$ cat config.mk
export PLATFORM = sky130hd
export DESIGN_NAME = trial_division_prime_test_top
export DESIGN_NICKNAME = d
export VERILOG_FILES = /design/src/sv/tdp_pkg.sv /design/src/sv/trial_division_prime_test_top.sv
export SDC_FILE = /design/constraint.sdc
export NUM_CORES = 1
export LEC_CHECK = 0
export CAP_MARGIN = 20
export CORE_ASPECT_RATIO = 0.75
export CORE_MARGIN = 3
export CORE_UTILIZATION = 40
export DETAILED_ROUTE_END_ITERATION = 8
export DONT_BUFFER_PORTS = 1
export SYNTH_ARGS = -nofsm -noshare
export SYNTH_HDL_FRONTEND = slang
export SYNTH_SLANG_ARGS = --single-unit
export TNS_END_PERCENT = 20
$ cat constraint.sdc
create_clock -name clk -period 9.1 [get_ports clk]
set_clock_uncertainty 0.15 [all_clocks]
set_input_delay 1.82 -clock clk [delete_from_list [all_inputs] [get_ports clk]]
set_output_delay 1.82 -clock clk [all_outputs]
set_load 0.005 [all_outputs]
$ cat src/sv/tdp_pkg.sv
// Shared types for the trial-division primality tester.
// No dependencies; imported by the top level.
package tdp_pkg;

  // Sequencer states of the tester.
  typedef enum logic [2:0] {
    ST_IDLE,
    ST_CHECK,
    ST_DIV,
    ST_DECIDE,
    ST_FINISH
  } tdp_state_t;

  // Smallest divisor tried, and its square.
  localparam int unsigned FIRST_DIVISOR = 2;
  localparam int unsigned FIRST_SQUARE  = FIRST_DIVISOR * FIRST_DIVISOR;

endpackage : tdp_pkg

$ cat src/sv/trial_division_prime_test_top.sv
// Top level of the trial-division primality tester.
// Depends on tdp_pkg for the sequencer state type and the first divisor.

// One candidate is taken per beat and tested by trying divisors 2, 3, 4, ...
// while divisor squared does not exceed the candidate; the first divisor
// that leaves no remainder marks it composite. Each trial divisor compares
// the running square against the candidate, runs a bit-serial restoring
// remainder over the NUM_WIDTH bits of the candidate and then inspects the
// remainder. At most floor(sqrt(candidate)) - 1 divisors are tried. One
// candidate is worked on at a time; the next one is accepted as soon as the
// previous verdict has moved into the output register, even if that result
// is still stalled. A finished verdict waits in its last step for as long as
// the output register still holds an untaken beat.
// Only the low NUM_WIDTH bits of candidate are used, and tested_value echoes
// the candidate after that masking.
module trial_division_prime_test_top #(
  parameter int unsigned NUM_WIDTH = 16
) (
  input  logic        clk,
  input  logic        rst,
  input  logic [15:0] candidate,
  input  logic        in_valid,
  output logic        in_stall,
  output logic        is_prime,
  output logic [15:0] tested_value,
  output logic        out_valid,
  input  logic        out_stall
);
  import tdp_pkg::*;

  // Divisor width: large enough for 2**ceil(NUM_WIDTH/2).
  localparam int unsigned DW = (NUM_WIDTH + 1) / 2 + 1;
  // Running square of the divisor never exceeds 2**(NUM_WIDTH+1) - 1.
  localparam int unsigned SW = NUM_WIDTH + 1;
  // Bit counter of the serial remainder.
  localparam int unsigned CW = $clog2(NUM_WIDTH);

  tdp_state_t            state, state_next;
  logic [NUM_WIDTH-1:0]  n, n_next;
  logic [NUM_WIDTH-1:0]  shreg, shreg_next;
  logic [DW-1:0]         d, d_next;
  logic [SW-1:0]         sq, sq_next;
  logic [DW-1:0]         rem, rem_next;
  logic [CW-1:0]         cnt, cnt_next;
  logic                  verdict, verdict_next;

  logic [NUM_WIDTH-1:0]  n_load;
  logic [DW:0]           rem_shift;
  logic [DW:0]           rem_diff;
  logic                  out_free;
  logic                  out_load;

  // Candidate masked to the working width.
  assign n_load    = NUM_WIDTH'(candidate);
  // One step of the restoring remainder: bring in the next bit of n.
  assign rem_shift = {rem, shreg[NUM_WIDTH-1]};
  assign rem_diff  = rem_shift - {1'b0, d};

  assign out_free = !out_valid || !out_stall;
  assign out_load = (state == ST_FINISH) && out_free;
  assign in_stall = (state != ST_IDLE);

  // State register and datapath registers.
  always_ff @(posedge clk) begin
    if (rst) begin
      state <= ST_IDLE;
    end else begin
      state <= state_next;
    end
    n       <= n_next;
    shreg   <= shreg_next;
    d       <= d_next;
    sq      <= sq_next;
    rem     <= rem_next;
    cnt     <= cnt_next;
    verdict <= verdict_next;
  end

  // Sequencer: next state and datapath updates.
  always_comb begin
    state_next   = state;
    n_next       = n;
    shreg_next   = shreg;
    d_next       = d;
    sq_next      = sq;
    rem_next     = rem;
    cnt_next     = cnt;
    verdict_next = verdict;
    case (state)
      ST_IDLE: begin
        if (in_valid) begin
          n_next = n_load;
          d_next = DW'(FIRST_DIVISOR);
          sq_next = SW'(FIRST_SQUARE);
          if (n_load < NUM_WIDTH'(FIRST_DIVISOR)) begin
            // Zero and one are not prime.
            verdict_next = 1'b0;
            state_next   = ST_FINISH;
          end else begin
            state_next = ST_CHECK;
          end
        end
      end
      ST_CHECK: begin
        if (sq > SW'(n)) begin
          // No divisor up to the square root divides n.
          verdict_next = 1'b1;
          state_next   = ST_FINISH;
        end else begin
          shreg_next = n;
          rem_next   = '0;
          cnt_next   = CW'(NUM_WIDTH - 1);
          state_next = ST_DIV;
        end
      end
      ST_DIV: begin
        if (rem_shift >= {1'b0, d}) begin
          rem_next = DW'(rem_diff);
        end else begin
          rem_next = DW'(rem_shift);
        end
        shreg_next = shreg << 1;
        if (cnt == '0) begin
          state_next = ST_DECIDE;
        end else begin
          cnt_next = cnt - CW'(1);
        end
      end
      ST_DECIDE: begin
        if (rem == '0) begin
          verdict_next = 1'b0;
          state_next   = ST_FINISH;
        end else begin
          // (d+1)^2 = d^2 + 2d + 1
          d_next     = d + DW'(1);
          sq_next    = sq + SW'({d, 1'b0}) + SW'(1);
          state_next = ST_CHECK;
        end
      end
      ST_FINISH: begin
        if (out_free) begin
          state_next = ST_IDLE;
        end
      end
      default: begin
        state_next = ST_IDLE;
      end
    endcase
  end

  // Output register: holds the verdict beat until it is taken.
  always_ff @(posedge clk) begin
    if (rst) begin
      out_valid <= 1'b0;
    end else if (out_load) begin
      out_valid <= 1'b1;
    end else if (!out_stall) begin
      out_valid <= 1'b0;
    end
    if (out_load) begin
      is_prime     <= verdict;
      tested_value <= 16'(n);
    end
  end

endmodule : trial_division_prime_test_top

Yosys cells after proc, flatten, opt, wreduce, memory -nomap -nowiden
Cells that the tools add are included.
Cells by class
  $add $sub $neg: 5
  order comparisons: 3
  equality and inequality tests: 14
  multiplexer cells: 28
  reduce and logical (&&, ||, !) cells: 17
Operators by type and width (count)
  two-way mux 9 bit: 4
  case mux 9 bit (2 select lines): 2
  two-way mux 17 bit: 2
  case mux 17 bit (2 select lines): 1
  case mux 16 bit (2 select lines): 1
  two-way mux 3 bit: 6
  != test 2 bit (second input constant): 9
  adder 17 x 1 -> 17 bit (second input constant): 1
  adder 17 x 10 -> 17 bit: 1
  > comparator 17 x 16 -> 1 bit: 1
  less-than comparator 16 x 2 -> 1 bit (second input constant): 1
  two-way mux 16 bit: 1
  case mux 3 bit (5 select lines): 1
  >= comparator 10 x 9 -> 1 bit: 1
  adder 9 x 1 -> 9 bit (second input constant): 1
  logical NOT 9 bit: 1
  AND reduction 3 bit: 3
  subtractor 9 bit: 1
  two-way mux 4 bit: 2
  case mux 4 bit (2 select lines): 1
  equality test 3 x 2 -> 1 bit (second input constant): 2
  two-way mux 1 bit: 6
  nonzero test 3 bit: 2
  AND reduction 5 bit: 1
  other kinds (12): 15
Word-level totals
  bits in registers: 93
  input bits: 20
  output and inout bits: 19
  word-level logic and storage cells: 78

Logic depth before layout (Yosys ltp)
Gate-level depths: netlist of run 1.
  word-level depth: 4
  depth in mapped cells: 9
  mapped depth without buffers: 9

Least setup slack after synthesis of run 1
Ideal clock, no wire load.
  path type: in2reg
  start point: input port in_valid
  end point: register d[0], enable pin
  library setup time: 0.419 ns
  arrival: 3.149 ns
  required time: 8.531 ns
  setup slack: 5.383 ns
  stages: 2
  buffers on the path: 0
  cell sequence: inv_1 o22ai_1
Between the ends
  longest elaborated chain between the ends: 2
RTL lines
  from (decl): RTL line trial_division_prime_test_top.sv:22  | input logic in_valid,
  != test 2 bit (no source line)
  AND reduction 3 bit (no source line)
  to (signal assigned): RTL line trial_division_prime_test_top.sv:72  | d <= d_next;
  to (decl): RTL line trial_division_prime_test_top.sv:41  | logic [DW-1:0] d, d_next;
No other way between the ends.
A chain may end at the register's enable or synchronous reset.

Final worst setup path of run 1
  start point: input port candidate[9]
  end point: register verdict, enable pin
Between the ends
  longest elaborated chain between the ends: 3
RTL lines
  from (decl): RTL line trial_division_prime_test_top.sv:21  | input logic [15:0] candidate,
  less-than comparator 16 x 2 -> 1 bit: RTL line trial_division_prime_test_top.sv:95  | if (n_load < NUM_WIDTH'(FIRST_DIVISOR)) begin
  != test 2 bit (no source line)
  AND reduction 5 bit (no source line)
  to (signal assigned): RTL line trial_division_prime_test_top.sv:76  | verdict <= verdict_next;
  to (decl): RTL line trial_division_prime_test_top.sv:45  | logic verdict, verdict_next;
No other way between the ends.

==> results of run 1 <==
cells by family after synthesis:
family                   after synthesis  share of synthesized area, %
flip-flops                            93                          55.0
buffers and inverters                 43                          3.25
XOR/XNOR                              18                          3.15
adder cells (fa/ha/maj)               38                          9.80
multiplexers                           4                         0.800
AND/OR/NAND/NOR                      152                          15.1
AO/OA/AOI/OAI                        100                          12.9
worst max-delay path, delay by kind of cell:
family	cells	cell delay [ns]
AO/OA/AOI/OAI	2	0.32
AND/OR/NAND/NOR	4	1.15
routing by layer:
layer,GRT usage [%],up-vias
met5,0,-
met4,4.49,0
met3,4.24,9
met2,24.6,89
met1,21.8,1645
li1,-,1669
sequential cells by signal, indices dropped and copies added (netlist names):
name and count:
verdict 1, sq 17, cnt 4, state 3
is_prime 1, out_valid 1, shreg 16, rem 9
tested_value 16, d 9, n 16
metrics by stage:
| stage | power, W | cells |
|---|---|---|
| 2_1_floorplan | 0.00114 | 448 |
| 6_report | 0.00168 | 620 |
| 5_1_grt | 0.00180 | 620 |
| 3_5_place_dp | 0.00131 | 605 |
| 4_1_cts | 0.00169 | 620 |
| 3_3_place_gp | 0.00127 | 604 |
layout make-up:
class / count / area share [%]
clock buffers: 9 / 4.07
clock inverters: 6 / 1.29
inverters: 34 / 2.31
multi-input cells: 312 / 38.0
flip-flops and latches: 93 / 49.8
well taps: 162 / 3.66
repair buffers: 4 / 0.905
Yosys cell counts, types with 5 or more instances:
library cell / n
a211oi_1: 7
ha_1: 36
a21o_1: 6
o21ai_0: 15
inv_1: 34
nor3_1: 6
clkbuf_1: 8
a21oi_1: 22
xnor2_1: 13
edfxtp_1: 89
xor2_1: 5
nor2_1: 51
o21ai_1: 19
nor2b_1: 8
nand2_1: 43
nand3_1: 9
path summary, 6_finish.rpt:
kind / to / cells past startpoint / start
setup / recovery: verdict$_DFFE_PP_ / 6 / candidate[9]
hold reg to reg: is_prime$_DFFE_PP_ / 0 / verdict$_DFFE_PP_
setup reg to reg: shreg[7]$_DFFE_PP_ / 9 / n[6]$_DFFE_PP_
hold / removal: is_prime$_DFFE_PP_ / 0 / verdict$_DFFE_PP_
power by group through the flow:
stage | Combinational (W) | Clock (W) | Sequential, W
floorplan | 0.000460 | 0 | 0.000681
detailed placement | 0.000593 | 0 | 0.000715
global route | 0.000670 | 0.000403 | 0.000723
CTS | 0.000596 | 0.000388 | 0.000707
finish | 0.000597 | 0.000375 | 0.000707
global placement | 0.000558 | 0 | 0.000713
==> flow_metrics.py, run 1 <==
metrics = {
    "sta": {
        "final_max_slew_viol_count": 0,
        "period_share_pct": 36.9,
        "min_period_ns": 3.36,
        "fmax_ghz": 0.298,
        "fin_setup_tns_ns": 0,
        "fin_ws_ns": 5.74,
        "hold_viol_final": 0,
        "timing.hold.ws_ns": 0.274,
        "setup_viol": 0,
        "rsz0062_at_grt": "no",
        "worstMarginPinSlew_ns": 0.994,
        "relSlewSlack_pct": 33.7,
    },
    "clock_tree": {
        "cts_hold_buf": 0,
        "clkSinkCount": 93,
        "cts_resized": 0,
        "tritoncts": "done",
        "cts-root-buf": "clkbuf_16",
        "clk_latency_ns": 0.34,
        "cts_buffers": 9,
        "cts_setup_buffers": 0,
        "clockBufferDepth": 2,
        "h-tree-depth": 3,
        "path_clk_slew_ns": 0.07,
    },
    "critical_path": {
        "crit_chain": "or4_4, nor4_4, a41oi_1, or2_0, a21oi_2, and2_1",
        "crit_type": "input pin to register",
        "startpoint_type": "input pin",
        "crit_fanout": 2,
        "arrival_ns": 3.28,
        "crit_required_ns": 9.02,
        "rrSetupSlack_ns": 5.94,
        "cpMaxStageDelayCell": "or4_4",
        "endpoint_kind": "register",
        "critical-path-max-stage-delay_ns": 0.53,
    },
    "synth": {
        "ys_warn_count": 0,
        "synth_edf_count": 89,
        "synthTopCellsByArea": "edfxtp_1, ha_1, nor2_1",
        "synthDistinctLibCells": 59,
        "yosysSeqAreaShare_pct": 55.0,
        "avgSynthCellArea_sq_um": 11.2,
        "synth_nets": 506,
        "synthFlopType": "edfxtp_1",
        "synth_top_area_cell": "edfxtp_1",
        "synth_cells": 448,
        "netlist_area_sq_mm": 0.00501,
        "ys_seq_elements": 93,
        "postSynth.asyncResetShare_pct": 0,
        "yosys.area.top_type_share_pct": 53.4,
    },
    "die": {
        "die_area_sq_mm": 0.0139,
        "io_pins": 39,
        "coreArea_sq_mm": 0.0119,
        "die_h_um": 103,
        "rows": 34,
        "die_w_um": 135,
        "start_util_pct": 42.0,
    },
    "detailed_routing": {
        "met3WireLength_um": 608,
        "viasPerCell": 5.50,
        "highest_layer": "met4",
        "routedWlPerCell_um": 16.7,
        "ant_nets": 0,
        "dr.pass1.iters": 5,
        "wl_mm": 10.4,
        "route.met2.wl_mm": 4.60,
        "via_count": 3412,
        "met1_length_mm": 5.03,
        "drt_iter0_drc": 236,
        "drc": 0,
    },
    "placed_design": {
        "dp_slack_ns": 5.34,
        "gp_congestion": 0.854,
        "dp_hpwl_mm": 7.72,
        "port_buffers": 0,
        "place_area_sq_mm": 0.00524,
    },
    "global_route": {
        "grt_overflow": 0,
        "grt_pass1_wl_mm": 16.9,
        "grt_pass1_vias": 3344,
        "grt_max_degree": 31,
        "gr-usage-all-layers_pct": 15.7,
        "antenna_found_initial": 0,
    },
    "power": {
        "power.density_mw_per_mm2": 303,
        "p_int_w": 0.00108,
        "power.clock.fraction_pct": 22.4,
        "comb_power_share_pct": 35.6,
        "p_sw_share_pct": 35.9,
        "switching_power_w": 0.000603,
        "p_leak_nw": 2.04,
        "pwr-share-seq_pct": 42.1,
        "vdd_ir_drop_max_mv": 0.146,
    },
    "final_layout": {
        "fin_util_pct": 46.4,
        "stdcell_area_sq_mm": 0.00553,
        "n_antenna_cell": 0,
        "area_delta_synth_final_pct": 10.5,
        "final_cell_mix": "edfxtp_1, nor2_1, nand2_1, ha_1, inv_1",
        "final_common_cell": "edfxtp_1",
        "nFillCells": 1098,
        "drive_above_1_share_pct": 6.33,
        "seq_area_sq_mm": 0.00275,
        "multi_input_area_sq_mm": 0.00210,
        "finalNetCount": 512,
    },
    "run_status": {
        "outcome": "complete, no violations",
    },
    "min_path": {
        "hold_path_class": "register to register",
    },
    "job": {
        "cap_violations": 0,
    },
}
(Power assumes the default switching activity.)
==> inputs of run 2 (changes only) <==
==> constraint.sdc (replaced) <==
create_clock -name clk -period 2.81 [get_ports clk]
set_clock_uncertainty 0.15 [all_clocks]
set_input_delay 0.562 -clock clk [delete_from_list [all_inputs] [get_ports clk]]
set_output_delay 0.562 -clock clk [all_outputs]
set_load 0.005 [all_outputs]
==> flow_metrics.py, run 2 (synthesis gave the netlist of run 1 again) <==
metrics = {
    "power": {
        "power.density_mw_per_mm2": 974,
        "p_leak_nw": 2.09,
        "finalPower_w": 0.00546,
        "vdd_ir_drop_max_mv": 0.492,
    },
    "global_route": {
        "grt_pass1_wl_mm": 17.2,
        "gr-usage-all-layers_pct": 16.0,
        "grt_max_degree": 31,
        "grt_pass1_vias": 3256,
        "antenna_found_initial": 0,
        "grt_overflow": 0,
    },
    "detailed_routing": {
        "wl_mm": 10.7,
        "via_count": 3412,
        "drc": 0,
        "drt_iter0_drc": 222,
        "viasPerCell": 5.41,
        "routedWlPerCell_um": 16.9,
        "dr.pass1.iters": 4,
        "ant_nets": 0,
    },
    "sta": {
        "hold_viol_final": 0,
        "timing.hold.ws_ns": 0.134,
        "worstMarginPinSlew_ns": 0.481,
        "min_period_ns": 2.62,
        "final_max_slew_viol_count": 0,
        "fin_ws_ns": 0.192,
        "setup_viol": 0,
        "period_share_pct": 93.2,
        "rsz0062_at_grt": "no",
        "fmax_ghz": 0.382,
        "relSlewSlack_pct": 67.9,
    },
    "clock_tree": {
        "path_clk_slew_ns": 0.07,
        "h-tree-depth": 3,
        "cts_hold_buf": 0,
        "cts_buffers": 9,
        "tritoncts": "done",
        "clk_latency_ns": 0.34,
        "clkSinkCount": 93,
        "clockBufferDepth": 2,
        "cts-root-buf": "clkbuf_16",
        "cts_setup_buffers": 0,
    },
    "critical_path": {
        "startpoint_type": "register",
        "crit_fanout": 12,
        "endpoint_kind": "register",
        "crit_required_ns": 2.72,
        "crit_type": "register to register",
        "arrival_ns": 2.52,
    },
    "final_layout": {
        "final_cell_mix": "edfxtp_1, nor2_1, nand2_1, ha_1, inv_1",
        "final_common_cell": "edfxtp_1",
        "n_antenna_cell": 0,
        "drive_above_1_share_pct": 8.74,
        "finalNetCount": 522,
        "nFillCells": 1094,
        "area_delta_synth_final_pct": 12.0,
        "final_cells": 631,
        "largest_register_ffs": 17,
        "largest-register": "sq",
        "fin_util_pct": 47.1,
    },
    "die": {
        "die_h_um": 103,
        "rows": 34,
        "die_w_um": 135,
        "start_util_pct": 42.0,
        "coreArea_sq_mm": 0.0119,
        "io_pins": 39,
        "die_area_sq_mm": 0.0139,
    },
    "placed_design": {
        "dp_hpwl_mm": 8.00,
        "dp_slack_ns": 0.0893,
        "gp_congestion": 0.886,
        "dp.cells": 614,
        "port_buffers": 0,
    },
    "min_path": {
        "hold_path_class": "input pin to register",
    },
    "job": {
        "cap_violations": 0,
    },
    "run_status": {
        "outcome": "complete, no violations",
    },
}
[run 2: cell types whose count changed in the layout (fill, tap and decap cells not counted)]
| cell | change |
|---|---|
| nand2_1 | -1 |
| clkbuf_16 | +1 |
| buf_12 | +1 |
| buf_4 | +9 |
| inv_6 | +3 |
| buf_16 | -1 |
| clkinvlp_4 | -1 |
| nand2_2 | +1 |
| bufinv_16 | -1 |
[run 2: power breakdown]
part           switching, W  internal (W)
Combinational       0.00118      0.000827
Clock              0.000548      0.000619
Sequential         0.000273       0.00202
Total               0.00200       0.00347
[run 2: final timing paths]
| check | startpoint | endpoint | slack [ns] | cells past startpoint |
|---|---|---|---|---|
| setup / recovery | sq[13]$_SDFFCE_PP0P_ | shreg[1]$_DFFE_PP_ | 0.19 | 7 |
| hold / removal | rst | state[1]$_SDFFE_PP0P_ | 0.13 | 1 |
| setup reg to reg | sq[13]$_SDFFCE_PP0P_ | shreg[1]$_DFFE_PP_ | 0.19 | 7 |
| hold reg to reg | verdict$_DFFE_PP_ | is_prime$_DFFE_PP_ | 0.30 | 0 |
[run 2: layout make-up]
cell class	instances	area, sq um	share of cell area, %
Tap cell	162	203	3.61
Sequential cell	93	2750	49.1
Inverter	34	128	2.28
Timing Repair Buffer	14	135	2.41
Multi-Input combinational cell	312	2100	37.5
Clock buffer	9	225	4.02
Clock inverter	7	60.1	1.07
[run 2: routing by layer]
| layer | track usage (%) | up-vias | routed length, um |
|---|---|---|---|
| met1 | 22.8 | 1622 | 5140 |
| met2 | 24.7 | 100 | 4760 |
| met5 | 0 | - | 0 |
| met4 | 3.49 | 0 | 61 |
| met3 | 4.20 | 4 | 721 |
| li1 | - | 1686 | - |
[run 2: critical path, cell delays in order, from the launching register on]
cell	delay [ns]
edfxtp_1	0.49
ha_1	0.35
nand3_1	0.08
nor3_1	0.34
nand4_1	0.23
a211o_1	0.36
nand2_2	0.14
clkbuf_16	0.20
[run 2: repair_timing]
action                                 in CTS  in global routing
setup endpoints to repair                   0                 29
endpoints found under the hold margin       0                  0
gates resized for setup                     0                  1
[run 2: per-stage QoR]
stage / area, sq um / TNS [ns]
after floorplan: 5010 / -0.688
after global placement: 5300 / 0
after detailed placement: 5300 / 0
after CTS: 5580 / 0
after global routing: 5610 / 0
final: 5610 / 0
